[src/hw/rtl/gsl_pkg.sv]
// Shared types, codes and constant tables for the surface layout calculator.
`timescale 1ns / 1ps

package gsl_pkg;

    // Request word as it arrives on the input channel
    typedef struct packed {
        logic [14:0] width_px;
        logic [14:0] height_px;
        logic [2:0]  bytes_per_pixel;
        logic        sw_access;
        logic        sw_read_often;
        logic        hw_scanout;
        logic        hw_texture;
        logic        hw_render;
    } t_req;

    // Result word as it leaves on the output channel
    typedef struct packed {
        logic [1:0]  status;
        logic        tiled;
        logic [16:0] pitch_bytes;
        logic [30:0] size_bytes;
        logic [9:0]  start_align_bytes;
        logic        in_gtt;
    } t_rsp;

    // Status codes
    localparam logic [1:0] STATUS_OK       = 2'd0;
    localparam logic [1:0] STATUS_BAD_TILE = 2'd1;
    localparam logic [1:0] STATUS_BAD_BPP  = 2'd2;

    // Register indexes (byte address bits [3:2])
    localparam int unsigned CFG_ADDR_W = 4;
    localparam logic [1:0] REG_TILE_WORD      = 2'd0;
    localparam logic [1:0] REG_NEWER_LAYOUT   = 2'd1;
    localparam logic [1:0] REG_TILING_KNOWN   = 2'd2;
    localparam logic [1:0] REG_TILING_WITH_SW = 2'd3;

    // Configuration register set
    typedef struct packed {
        logic [11:0] tile_word;
        logic        newer_layout;
        logic        tiling_known;
        logic        tiling_with_sw;
    } t_cfg;

    // Pitch alignment: ((div85 ? 85 : 1) << shift), with m1 = alignment - 1
    typedef struct packed {
        logic       div85;
        logic [3:0] shift;
        logic [8:0] m1;
    } t_align;

    // Fields that ride along the pipeline untouched
    typedef struct packed {
        logic [1:0] status;
        logic       tiled;
        logic [9:0] start_align;
        logic       in_gtt;
    } t_meta;

    // Classified job held in the queue between front and back
    typedef struct packed {
        t_meta       meta;
        logic        pad;
        t_align      align;
        logic [14:0] w;
        logic [14:0] h;
        logic [2:0]  bpp;
    } t_job;

    // Queue depth between front and back
    localparam int unsigned QDEPTH = 4;
    localparam int unsigned QPTR_W = 2;

    // floor(v / 85) = (v * RECIP85) >> RECIP85_SHIFT, exact for v < 2^16
    localparam logic [15:0] RECIP85       = 16'd49345;
    localparam int unsigned RECIP85_SHIFT = 22;
    localparam logic [22:0] MUL85         = 23'd85;

    // Saturation limits of the result fields
    localparam logic [17:0] PITCH_MAX = 18'h1FFFF;
    localparam logic [30:0] SIZE_MAX  = 31'h7FFFFFFF;

    // Pitch alignment in pixels from group size and pixel size: group / bpp
    function automatic t_align align_lookup(input logic g512, input logic [2:0] bpp);
        t_align a;
        a = '{div85: 1'b0, shift: 4'd0, m1: 9'd0};
        case ({g512, bpp})
            4'b0_001: a = '{div85: 1'b0, shift: 4'd8, m1: 9'd255};
            4'b0_010: a = '{div85: 1'b0, shift: 4'd7, m1: 9'd127};
            4'b0_011: a = '{div85: 1'b1, shift: 4'd0, m1: 9'd84};
            4'b0_100: a = '{div85: 1'b0, shift: 4'd6, m1: 9'd63};
            4'b1_001: a = '{div85: 1'b0, shift: 4'd9, m1: 9'd511};
            4'b1_010: a = '{div85: 1'b0, shift: 4'd8, m1: 9'd255};
            4'b1_011: a = '{div85: 1'b1, shift: 4'd1, m1: 9'd169};
            4'b1_100: a = '{div85: 1'b0, shift: 4'd7, m1: 9'd127};
            default:  a = '{div85: 1'b0, shift: 4'd0, m1: 9'd0};
        endcase
        return a;
    endfunction

endpackage

[src/hw/rtl/gsl_cfg.sv]
// Configuration registers behind the APB-style port.
`timescale 1ns / 1ps

module gsl_cfg (
    input  logic                            i_clk,
    input  logic                            i_rst_n,
    input  logic                            psel,
    input  logic                            penable,
    input  logic                            pwrite,
    input  logic [gsl_pkg::CFG_ADDR_W-1:0]  paddr,
    input  logic [31:0]                     pwdata,
    output logic [31:0]                     prdata,
    output logic                            pready,
    output gsl_pkg::t_cfg                   o_cfg
);

    gsl_pkg::t_cfg r_cfg;
    logic          wr_en;

    assign pready = 1'b1;
    assign wr_en  = psel && penable && pwrite;

    // Write registers on the access cycle
    always_ff @(posedge i_clk) begin
        if (!i_rst_n) begin
            r_cfg.tile_word      <= 12'd0;
            r_cfg.newer_layout   <= 1'b1;
            r_cfg.tiling_known   <= 1'b1;
            r_cfg.tiling_with_sw <= 1'b0;
        end else if (wr_en) begin
            case (paddr[3:2])
                gsl_pkg::REG_TILE_WORD:      r_cfg.tile_word      <= pwdata[11:0];
                gsl_pkg::REG_NEWER_LAYOUT:   r_cfg.newer_layout   <= pwdata[0];
                gsl_pkg::REG_TILING_KNOWN:   r_cfg.tiling_known   <= pwdata[0];
                gsl_pkg::REG_TILING_WITH_SW: r_cfg.tiling_with_sw <= pwdata[0];
                default: ;
            endcase
        end
    end

    // Read back the addressed register
    always_comb begin
        case (paddr[3:2])
            gsl_pkg::REG_TILE_WORD:      prdata = {20'd0, r_cfg.tile_word};
            gsl_pkg::REG_NEWER_LAYOUT:   prdata = {31'd0, r_cfg.newer_layout};
            gsl_pkg::REG_TILING_KNOWN:   prdata = {31'd0, r_cfg.tiling_known};
            gsl_pkg::REG_TILING_WITH_SW: prdata = {31'd0, r_cfg.tiling_with_sw};
            default:                     prdata = 32'd0;
        endcase
    end

    assign o_cfg = r_cfg;

endmodule

[src/hw/rtl/gsl_front.sv]
// Front end: decodes the tile word and classifies each request into a job.
`timescale 1ns / 1ps

module gsl_front (
    input  gsl_pkg::t_req i_req,
    input  gsl_pkg::t_cfg i_cfg,
    output gsl_pkg::t_job o_job
);

    logic          bad_tile;
    logic          g512;
    logic          bpp_ok;
    logic          tiled;
    logic          pad;
    gsl_pkg::t_align align;

    // Decode channel, bank and group codes in the selected layout
    always_comb begin
        if (i_cfg.newer_layout) begin
            bad_tile = (i_cfg.tile_word[3:0] > 4'd3) || (i_cfg.tile_word[7:4] > 4'd2)
                    || (i_cfg.tile_word[11:8] > 4'd1);
            g512     = i_cfg.tile_word[8];
        end else begin
            bad_tile = (i_cfg.tile_word[3:1] > 3'd3) || (i_cfg.tile_word[5:4] > 2'd1)
                    || (i_cfg.tile_word[7:6] > 2'd1);
            g512     = i_cfg.tile_word[6];
        end
    end

    assign bpp_ok = (i_req.bytes_per_pixel != 3'd0) && (i_req.bytes_per_pixel <= 3'd4);
    assign tiled  = !(i_req.sw_access && !i_cfg.tiling_with_sw);
    assign pad    = i_req.hw_scanout || i_req.hw_texture;

    // Pick the pitch alignment; unpadded requests get an alignment of one
    always_comb begin
        if (!pad) begin
            align = '{div85: 1'b0, shift: 4'd0, m1: 9'd0};
        end else if (!tiled && !i_cfg.tiling_known) begin
            align = '{div85: 1'b0, shift: 4'd9, m1: 9'd511};
        end else begin
            align = gsl_pkg::align_lookup(g512, i_req.bytes_per_pixel);
        end
    end

    // Build the job word
    always_comb begin
        if (bad_tile) begin
            o_job.meta.status = gsl_pkg::STATUS_BAD_TILE;
        end else if (!bpp_ok) begin
            o_job.meta.status = gsl_pkg::STATUS_BAD_BPP;
        end else begin
            o_job.meta.status = gsl_pkg::STATUS_OK;
        end
        o_job.meta.tiled       = tiled;
        o_job.meta.start_align = (i_cfg.tiling_known && !g512) ? 10'd256 : 10'd512;
        o_job.meta.in_gtt      = !(i_req.hw_scanout || i_req.hw_render) && i_req.sw_read_often;
        o_job.pad              = pad;
        o_job.align            = align;
        o_job.w                = i_req.width_px;
        o_job.h                = i_req.height_px;
        o_job.bpp              = i_req.bytes_per_pixel;
    end

endmodule

[src/hw/rtl/gsl_queue.sv]
// Short job queue that decouples the front end from the arithmetic pipeline.
`timescale 1ns / 1ps

module gsl_queue (
    input  logic          i_clk,
    input  logic          i_rst_n,
    input  logic          i_push,
    input  gsl_pkg::t_job i_job,
    input  logic          i_pop,
    output gsl_pkg::t_job o_head,
    output logic          o_valid,
    output logic          o_full
);

    gsl_pkg::t_job             r_mem [gsl_pkg::QDEPTH];
    logic [gsl_pkg::QPTR_W-1:0] r_wr;
    logic [gsl_pkg::QPTR_W-1:0] r_rd;
    logic [gsl_pkg::QPTR_W:0]   r_count;
    logic                       do_pop;

    assign o_valid = (r_count != '0);
    assign o_full  = (r_count == (gsl_pkg::QPTR_W + 1)'(gsl_pkg::QDEPTH));
    assign do_pop  = i_pop && o_valid;
    assign o_head  = r_mem[r_rd];

    // Store pushed words
    always_ff @(posedge i_clk) begin
        if (i_push) begin
            r_mem[r_wr] <= i_job;
        end
    end

    // Advance pointers and occupancy
    always_ff @(posedge i_clk) begin
        if (!i_rst_n) begin
            r_wr    <= '0;
            r_rd    <= '0;
            r_count <= '0;
        end else begin
            if (i_push) begin
                r_wr <= r_wr + 1'b1;
            end
            if (do_pop) begin
                r_rd <= r_rd + 1'b1;
            end
            case ({i_push, do_pop})
                2'b10:   r_count <= r_count + 1'b1;
                2'b01:   r_count <= r_count - 1'b1;
                default: r_count <= r_count;
            endcase
        end
    end

    a_no_overflow: assert property (@(posedge i_clk) disable iff (!i_rst_n)
        i_push |-> !o_full)
        else $error("queue pushed while full");

    a_count_track: assert property (@(posedge i_clk) disable iff (!i_rst_n)
        (i_push && !do_pop) |=> (r_count == $past(r_count) + 1'b1))
        else $error("queue occupancy did not follow a push");

endmodule

[src/hw/rtl/gsl_back.sv]
// Back end: pads width and height, forms pitch and page-rounded size.
`timescale 1ns / 1ps

module gsl_back #(
    parameter int unsigned PAGE_BYTES = 4096
) (
    input  logic          i_clk,
    input  logic          i_rst_n,
    input  gsl_pkg::t_job i_head,
    input  logic          i_head_valid,
    output logic          o_pop,
    output gsl_pkg::t_rsp o_rsp,
    output logic          o_valid,
    input  logic          i_stall
);

    // Page rounding: floor(v / PAGE_BYTES) = (v * RECIP) >> 48 for v < 2^32
    localparam int unsigned PAGE_W  = $clog2(PAGE_BYTES + 1);
    localparam int unsigned Q_W     = 33 - $clog2(PAGE_BYTES);
    localparam int unsigned PROD_W  = Q_W + PAGE_W;
    localparam logic [63:0] RECIP   = ((64'd1 << 48) + 64'(PAGE_BYTES) - 64'd1)
                                      / 64'(PAGE_BYTES);
    localparam logic [23:0] RECIP_LO = RECIP[23:0];
    localparam logic [16:0] RECIP_HI = RECIP[40:24];
    localparam logic [31:0] PAGE_M1  = 32'(PAGE_BYTES - 1);

    logic        advance;
    logic [9:1]  r_v;
    gsl_pkg::t_meta r_meta [1:9];

    // Stage registers
    logic [15:0] r1_vw, r2_vw;
    logic [15:0] r1_hp, r2_hp, r3_hp, r4_hp, r5_hp;
    logic        r1_div85, r2_div85, r3_div85;
    logic [3:0]  r1_shift, r2_shift, r3_shift;
    logic [2:0]  r1_bpp, r2_bpp, r3_bpp, r4_bpp;
    logic [31:0] r2_prod;
    logic [15:0] r3_q;
    logic [15:0] r4_wpad;
    logic [17:0] r5_pitch, r6_pitch, r7_pitch, r8_pitch, r9_pitch;
    logic [33:0] r6_area;
    logic        r7_big, r8_big, r9_big;
    logic [31:0] r7_v;
    logic [55:0] r8_pl;
    logic [48:0] r8_ph;
    logic [Q_W-1:0] r9_q;
    gsl_pkg::t_rsp  r_out;
    logic           r_out_valid;

    // Combinational values between stages
    logic [15:0]     n3_d;
    logic [22:0]     n4_mq;
    logic [31:0]     n4_sh;
    logic [73:0]     n9_sum;
    logic [PROD_W-1:0] n_size;
    logic            n_size_sat;
    logic [16:0]     n_pitch;

    // Whole pipeline moves when the output register is free or being taken
    assign advance = !r_out_valid || !i_stall;
    assign o_pop   = advance && i_head_valid;

    assign n3_d   = r2_div85 ? {6'd0, r2_prod[gsl_pkg::RECIP85_SHIFT +: 10]} : r2_vw;
    assign n4_mq  = r3_div85 ? ({7'd0, r3_q} * gsl_pkg::MUL85) : {7'd0, r3_q};
    assign n4_sh  = {9'd0, n4_mq} << r3_shift;
    assign n9_sum = {1'b0, r8_ph, 24'd0} + {18'd0, r8_pl};
    assign n_size = PROD_W'(r9_q) * PROD_W'(PAGE_BYTES);
    assign n_size_sat = r9_big || (n_size > PROD_W'(gsl_pkg::SIZE_MAX));
    assign n_pitch = (r9_pitch > gsl_pkg::PITCH_MAX) ? gsl_pkg::PITCH_MAX[16:0]
                                                     : r9_pitch[16:0];

    // Valid bits
    always_ff @(posedge i_clk) begin
        if (!i_rst_n) begin
            r_v         <= '0;
            r_out_valid <= 1'b0;
        end else if (advance) begin
            r_v         <= {r_v[8:1], i_head_valid};
            r_out_valid <= r_v[9];
        end
    end

    // Datapath stages
    always_ff @(posedge i_clk) begin
        if (advance) begin
            // stage 1: add alignment minus one, pad height to eight rows
            r_meta[1] <= i_head.meta;
            r1_vw     <= {1'b0, i_head.w} + {7'd0, i_head.align.m1};
            r1_hp     <= i_head.pad ? (({1'b0, i_head.h} + 16'd7) & 16'hFFF8)
                                    : {1'b0, i_head.h};
            r1_div85  <= i_head.align.div85;
            r1_shift  <= i_head.align.shift;
            r1_bpp    <= i_head.bpp;
            // stage 2: reciprocal product for division by 85
            r_meta[2] <= r_meta[1];
            r2_prod   <= r1_vw * gsl_pkg::RECIP85;
            r2_vw     <= r1_vw;
            r2_hp     <= r1_hp;
            r2_div85  <= r1_div85;
            r2_shift  <= r1_shift;
            r2_bpp    <= r1_bpp;
            // stage 3: quotient in alignment units
            r_meta[3] <= r_meta[2];
            r3_q      <= n3_d >> r2_shift;
            r3_hp     <= r2_hp;
            r3_div85  <= r2_div85;
            r3_shift  <= r2_shift;
            r3_bpp    <= r2_bpp;
            // stage 4: padded width in pixels
            r_meta[4] <= r_meta[3];
            r4_wpad   <= n4_sh[15:0];
            r4_hp     <= r3_hp;
            r4_bpp    <= r3_bpp;
            // stage 5: pitch in bytes
            r_meta[5] <= r_meta[4];
            r5_pitch  <= {2'd0, r4_wpad} * {15'd0, r4_bpp};
            r5_hp     <= r4_hp;
            // stage 6: surface area in bytes
            r_meta[6] <= r_meta[5];
            r6_area   <= {18'd0, r5_hp} * {16'd0, r5_pitch};
            r6_pitch  <= r5_pitch;
            // stage 7: flag oversize, bias for rounding up
            r_meta[7] <= r_meta[6];
            r7_big    <= |r6_area[33:31];
            r7_v      <= {1'b0, r6_area[30:0]} + PAGE_M1;
            r7_pitch  <= r6_pitch;
            // stage 8: partial products of the page reciprocal
            r_meta[8] <= r_meta[7];
            r8_pl     <= {24'd0, r7_v} * {32'd0, RECIP_LO};
            r8_ph     <= {17'd0, r7_v} * {32'd0, RECIP_HI};
            r8_big    <= r7_big;
            r8_pitch  <= r7_pitch;
            // stage 9: page count
            r_meta[9] <= r_meta[8];
            r9_q      <= n9_sum[48 +: Q_W];
            r9_big    <= r8_big;
            r9_pitch  <= r8_pitch;
        end
    end

    // Output register: saturate, zero all fields but the status on an error status
    always_ff @(posedge i_clk) begin
        if (advance) begin
            r_out.status <= r_meta[9].status;
            if (r_meta[9].status == gsl_pkg::STATUS_OK) begin
                r_out.tiled             <= r_meta[9].tiled;
                r_out.pitch_bytes       <= n_pitch;
                r_out.size_bytes        <= n_size_sat ? gsl_pkg::SIZE_MAX : n_size[30:0];
                r_out.start_align_bytes <= r_meta[9].start_align;
                r_out.in_gtt            <= r_meta[9].in_gtt;
            end else begin
                r_out.tiled             <= 1'b0;
                r_out.pitch_bytes       <= 17'd0;
                r_out.size_bytes        <= 31'd0;
                r_out.start_align_bytes <= 10'd0;
                r_out.in_gtt            <= 1'b0;
            end
        end
    end

    assign o_rsp   = r_out;
    assign o_valid = r_out_valid;

    a_err_zero: assert property (@(posedge i_clk) disable iff (!i_rst_n)
        (r_out_valid && (r_out.status != gsl_pkg::STATUS_OK))
        |-> (r_out.pitch_bytes == 17'd0 && r_out.size_bytes == 31'd0 && !r_out.tiled))
        else $error("error result carries nonzero fields");

    a_align_ok: assert property (@(posedge i_clk) disable iff (!i_rst_n)
        (r_out_valid && (r_out.status == gsl_pkg::STATUS_OK))
        |-> (r_out.start_align_bytes == 10'd256 || r_out.start_align_bytes == 10'd512))
        else $error("base alignment out of its set");

    a_hold: assert property (@(posedge i_clk) disable iff (!i_rst_n)
        !advance |=> ($stable(r_v) && $stable(r_out)))
        else $error("pipeline moved while output stalled");

endmodule

[src/hw/rtl/gpu_surface_layout_calc.sv]
// Top level of the surface layout calculator.
`timescale 1ns / 1ps
//
// Takes one buffer request word (width, height, bytes per pixel, usage flags)
// on the input channel and returns one result word (status, tiling choice,
// pitch, page-rounded size, base alignment, memory domain) on the output.
// Both channels use valid/stall; a word moves when valid is high and stall
// is low. Tiling setup must be written through the APB-style port only
// while no request is in flight; the block itself does not enforce this.
// pready is tied high and reads return the register. A result passes the
// job queue, then the nine arithmetic stages, then the output register.
// Throughput: one request per cycle while the receiver does not stall,
// set by the fully pipelined back end.
// When the receiver stalls, the pipeline freezes and the four-entry queue
// keeps taking requests until full, then stall is raised on the input.
// Reset clears the queue, all valid bits and restores register defaults;
// no clearing pass is needed.

module gpu_surface_layout_calc #(
    parameter int unsigned PAGE_BYTES = 4096
) (
    input  logic                           i_clk,
    input  logic                           i_rst_n,
    // request channel
    input  logic                           i_in_valid,
    output logic                           o_in_stall,
    input  gsl_pkg::t_req                  i_req,
    // result channel
    output logic                           o_out_valid,
    input  logic                           i_out_stall,
    output gsl_pkg::t_rsp                  o_rsp,
    // configuration port
    input  logic                           psel,
    input  logic                           penable,
    input  logic                           pwrite,
    input  logic [gsl_pkg::CFG_ADDR_W-1:0] paddr,
    input  logic [31:0]                    pwdata,
    output logic [31:0]                    prdata,
    output logic                           pready
);

    gsl_pkg::t_cfg cfg;
    gsl_pkg::t_job job;
    gsl_pkg::t_job head;
    logic          head_valid;
    logic          q_full;
    logic          push;
    logic          pop;

    assign push       = i_in_valid && !q_full;
    assign o_in_stall = q_full;

    gsl_cfg u_cfg (
        .i_clk   (i_clk),
        .i_rst_n (i_rst_n),
        .psel    (psel),
        .penable (penable),
        .pwrite  (pwrite),
        .paddr   (paddr),
        .pwdata  (pwdata),
        .prdata  (prdata),
        .pready  (pready),
        .o_cfg   (cfg)
    );

    gsl_front u_front (
        .i_req (i_req),
        .i_cfg (cfg),
        .o_job (job)
    );

    gsl_queue u_queue (
        .i_clk   (i_clk),
        .i_rst_n (i_rst_n),
        .i_push  (push),
        .i_job   (job),
        .i_pop   (pop),
        .o_head  (head),
        .o_valid (head_valid),
        .o_full  (q_full)
    );

    gsl_back #(
        .PAGE_BYTES (PAGE_BYTES)
    ) u_back (
        .i_clk        (i_clk),
        .i_rst_n      (i_rst_n),
        .i_head       (head),
        .i_head_valid (head_valid),
        .o_pop        (pop),
        .o_rsp        (o_rsp),
        .o_valid      (o_out_valid),
        .i_stall      (i_out_stall)
    );

endmodule

[config.mk]
export PLATFORM = sky130hd
export DESIGN_NAME = gpu_surface_layout_calc
export DESIGN_NICKNAME = d
export VERILOG_FILES = /design/src/hw/rtl/gsl_pkg.sv /design/src/hw/rtl/gsl_cfg.sv /design/src/hw/rtl/gsl_front.sv /design/src/hw/rtl/gsl_queue.sv /design/src/hw/rtl/gsl_back.sv /design/src/hw/rtl/gpu_surface_layout_calc.sv
export SDC_FILE = /design/constraint.sdc
export NUM_CORES = 2
export LEC_CHECK = 0
export ABC_AREA = 1
export BUFFER_PORTS_ARGS = -buffer_cell sky130_fd_sc_hd__buf_2
export CORE_UTILIZATION = 45
export DETAILED_ROUTE_END_ITERATION = 6
export PLACE_DENSITY_LB_ADDON = 0.15
export SKIP_CTS_REPAIR_TIMING = 1
export SLEW_MARGIN = 25
export SYNTH_ARGS = -nofsm -noshare
export SYNTH_HDL_FRONTEND = slang
export SYNTH_SLANG_ARGS = --single-unit
[constraint.sdc]
create_clock -name i_clk -period 13.5 [get_ports i_clk]
set_input_delay 0.675 -clock i_clk [delete_from_list [all_inputs] [get_ports i_clk]]
set_output_delay 0.675 -clock i_clk [all_outputs]
set_load 0.02 [all_outputs]
==> impl_metrics.json <==
{
  "status": "completed",
  "grt_overflow": 0,
  "post-place-ws_ps": 7050,
  "worst_slack_ps": 6900,
  "maxCapViolCount": 0,
  "h-tree-depth": 3,
  "path_clk_slew_ps": 60,
  "ios": 178,
  "finalWirelength_um": 78700,
  "netlist_instances": 3908,
  "hold_class": "input port to register",
  "grt_pass1_vias": 25500,
  "fp.dieH_um": 306,
  "cts_tree": "yes",
  "max_slew_margin": 0.316,
  "drc": 0,
  "synth_top_area_cell": "edfxtp_1",
  "holdWs_ps": 244,
  "critical_path_class": "register to register",
  "grtUsageTotal": 0.173,
  "cp_data_arrival_time_ps": 6950,
  "critPathBufInv": 2,
  "yosysTopAreaCellShare": 0.478,
  "synth_async_sr_flop_share": 0,
  "hold_viol_final": 0,
  "vias": 25500,
  "fin_tns_setup_ps": 0,
  "ant_nets": 0,
  "cpPeakStageDelay_ps": 1020,
  "final.min_clock_period_ps": 6600,
  "synth_area_um2": 41600,
  "drt_first_pass_iters": 5,
  "die-area_um2": 93700,
  "die_w_um": 306,
  "antenna_found_initial": 6,
  "cts_buffers": 77,
  "port_buffers": 126,
  "cpMaxStageDelayCell": "edfxtp_1",
  "first_iter_violations": 1678,
  "layout-drive-gt1-share": 0.0737,
  "grt_pass1_wl_um": 130000,
  "cts_sinks": 696,
  "ys_types": 64,
  "initial_core_util": 0.454,
  "ys_seq_area_frac": 0.494,
  "avgSynthCellArea_um2": 10.7,
  "rsz0062_at_grt": "false",
  "rows": 111,
  "ys.flop_type": "edfxtp_1",
  "yosys_warnings": 0,
  "required_ps": 13850,
  "cp_max_fo": 17,
  "synth_edf_count": 662,
  "fp.coreArea_um2": 91700,
  "vias_per_cell": 4.88,
  "critPathCaptureType": "register",
  "cts_root_buffer": "clkbuf_16",
  "area_delta_synth_final_pct": 9.86,
  "fmax_mhz": 152,
  "min_period_over_period": 0.489,
  "skew_ps": 46.5,
  "clkLatencyLatePin_ps": 640,
  "crit_family": "adder cells",
  "cp-start-kind": "register",
  "wire_per_inst_um": 15.0,
  "synthTopCellsByArea": "edfxtp_1 (48%), fa_1 (13%), ha_1 (8.5%), nand2_1 (6.8%), inv_1 (6.7%)",
  "setup_viol": 0,
  "clock_path_buffers": 3,
  "ys_ff_latch": 696,
  "yosys-top-cells-count": "nand2_1 (749), inv_1 (748), edfxtp_1 (662)",
  "synth.most_common_cell": "nand2_1",
  "dp_hpwl_um": 56500,
  "final_max_slew_viol_count": 0,
  "grt_max_degree": 174,
  "path_cells": "nand2_1 -> fa_1 -> inv_1 -> fa_1 -> fa_1 -> fa_1 -> fa_1 -> fa_1 -> ha_1 -> nand2_1 -> nor2_1 -> inv_1 -> nor3_1 -> nand4_1 -> nand3_1 -> nand2_1 -> nand2_1 -> nand2_1 -> nand2_1 -> xor2_1",
  "fin_nets": 4626,
  "worstMarginPinSlew_ps": 1030,
  "gp_congestion": 0.847
}
==> layer usage <==
metal	vias to the layer above	global-route usage	share of wire
met5	-	0	0.00053
met4	8	0.0508	0.023
met3	128	0.0256	0.039
met2	453	0.294	0.47
met1	12200	0.231	0.46
li1	12700	-	-
==> sequential cells by signal, summed over array words and instances, names as in the netlist, 18 cells and up, named ones only <==
signal and flops:
u_back.r6_area 34, u_back.o_rsp 43, u_queue.r_mem 200, u_back.r8_ph 20, u_back.r_meta 54, u_back.r7_v 20, u_back.r6_pitch 18, u_back.r9_pitch 18
u_back.r7_pitch 18, u_back.r5_pitch 18, u_back.r9_q 20, u_back.r8_pitch 18
==> per-stage QoR <==
step / std cells / util / area (µm²)
after CTS: 5230 / 0.499 / 45700
after detailed placement: 5089 / 0.471 / 43200
after floorplan: 3935 / - / 41700
after global placement: 5089 / 0.471 / 43200
final: 5233 / 0.499 / 45700
after global routing: 5232 / 0.499 / 45700
==> layout by cell type (no fill, tap or decap), drive strengths merged, types with 4 or more instances in the layout <==
cell type    n
fa         279
o31ai        4
bufinv       4
o21a         6
dfxtp       34
a21o         9
clkinv      38
nor4         6
nor3        26
a21boi       7
ha         284
o22ai       30
o21ai      169
o211ai      15
inv        755
clkbuf      95
buf        143
clkinvlp     4
edfxtp     662
conb        29
o21bai       8
a221oi       4
a21oi      117
or2          6
a211oi       5
xor2        71
nand2      755
a31oi       13
nor2       278
nand4       24
mux2i        6
a32oi       13
nand3       95
xnor2       30
==> path summary, 6_finish.rpt <==
kind / from / to / slack (ps) / depth (start not counted)
hold reg to reg: u_back.r7_v[27] / u_back.r8_ph[39] / 390 / 0
setup / recovery: u_back.r5_pitch[12] / u_back.r6_area[29] / 6900 / 20
hold / removal: i_req[34] / u_queue.r_mem[3][29] / 240 / 1
setup reg to reg: u_back.r5_pitch[12] / u_back.r6_area[29] / 6900 / 20
==> cell type report <==
class	instances	area (µm²)
timing repair buffer	143	787
fill	8297	45900
inverter	755	2840
clock inverter	46	444
sequential	696	20600
clock buffer	95	2110
antenna	3	7.51
multi-input combinational	2309	17500
tap	1186	1480
==> kinds of logic (layout without fill, tap and decap cells) <==
group	count (synthesis)	count (layout)	share of synthesized area
AO/OA/AOI/OAI	410	410	0.0580
flip-flops	696	696	0.494
adder cells (fa/ha/maj)	563	563	0.220
other	2	32	0.000180
AND/OR/NAND/NOR	1200	1200	0.117
XOR/XNOR	101	101	0.0213
buffers and inverters	930	1039	0.0890
multiplexers	6	6	0.00144
Power is not shown: default switching activity piles up to over one toggle a cycle in this logic, so the estimate is an artifact.
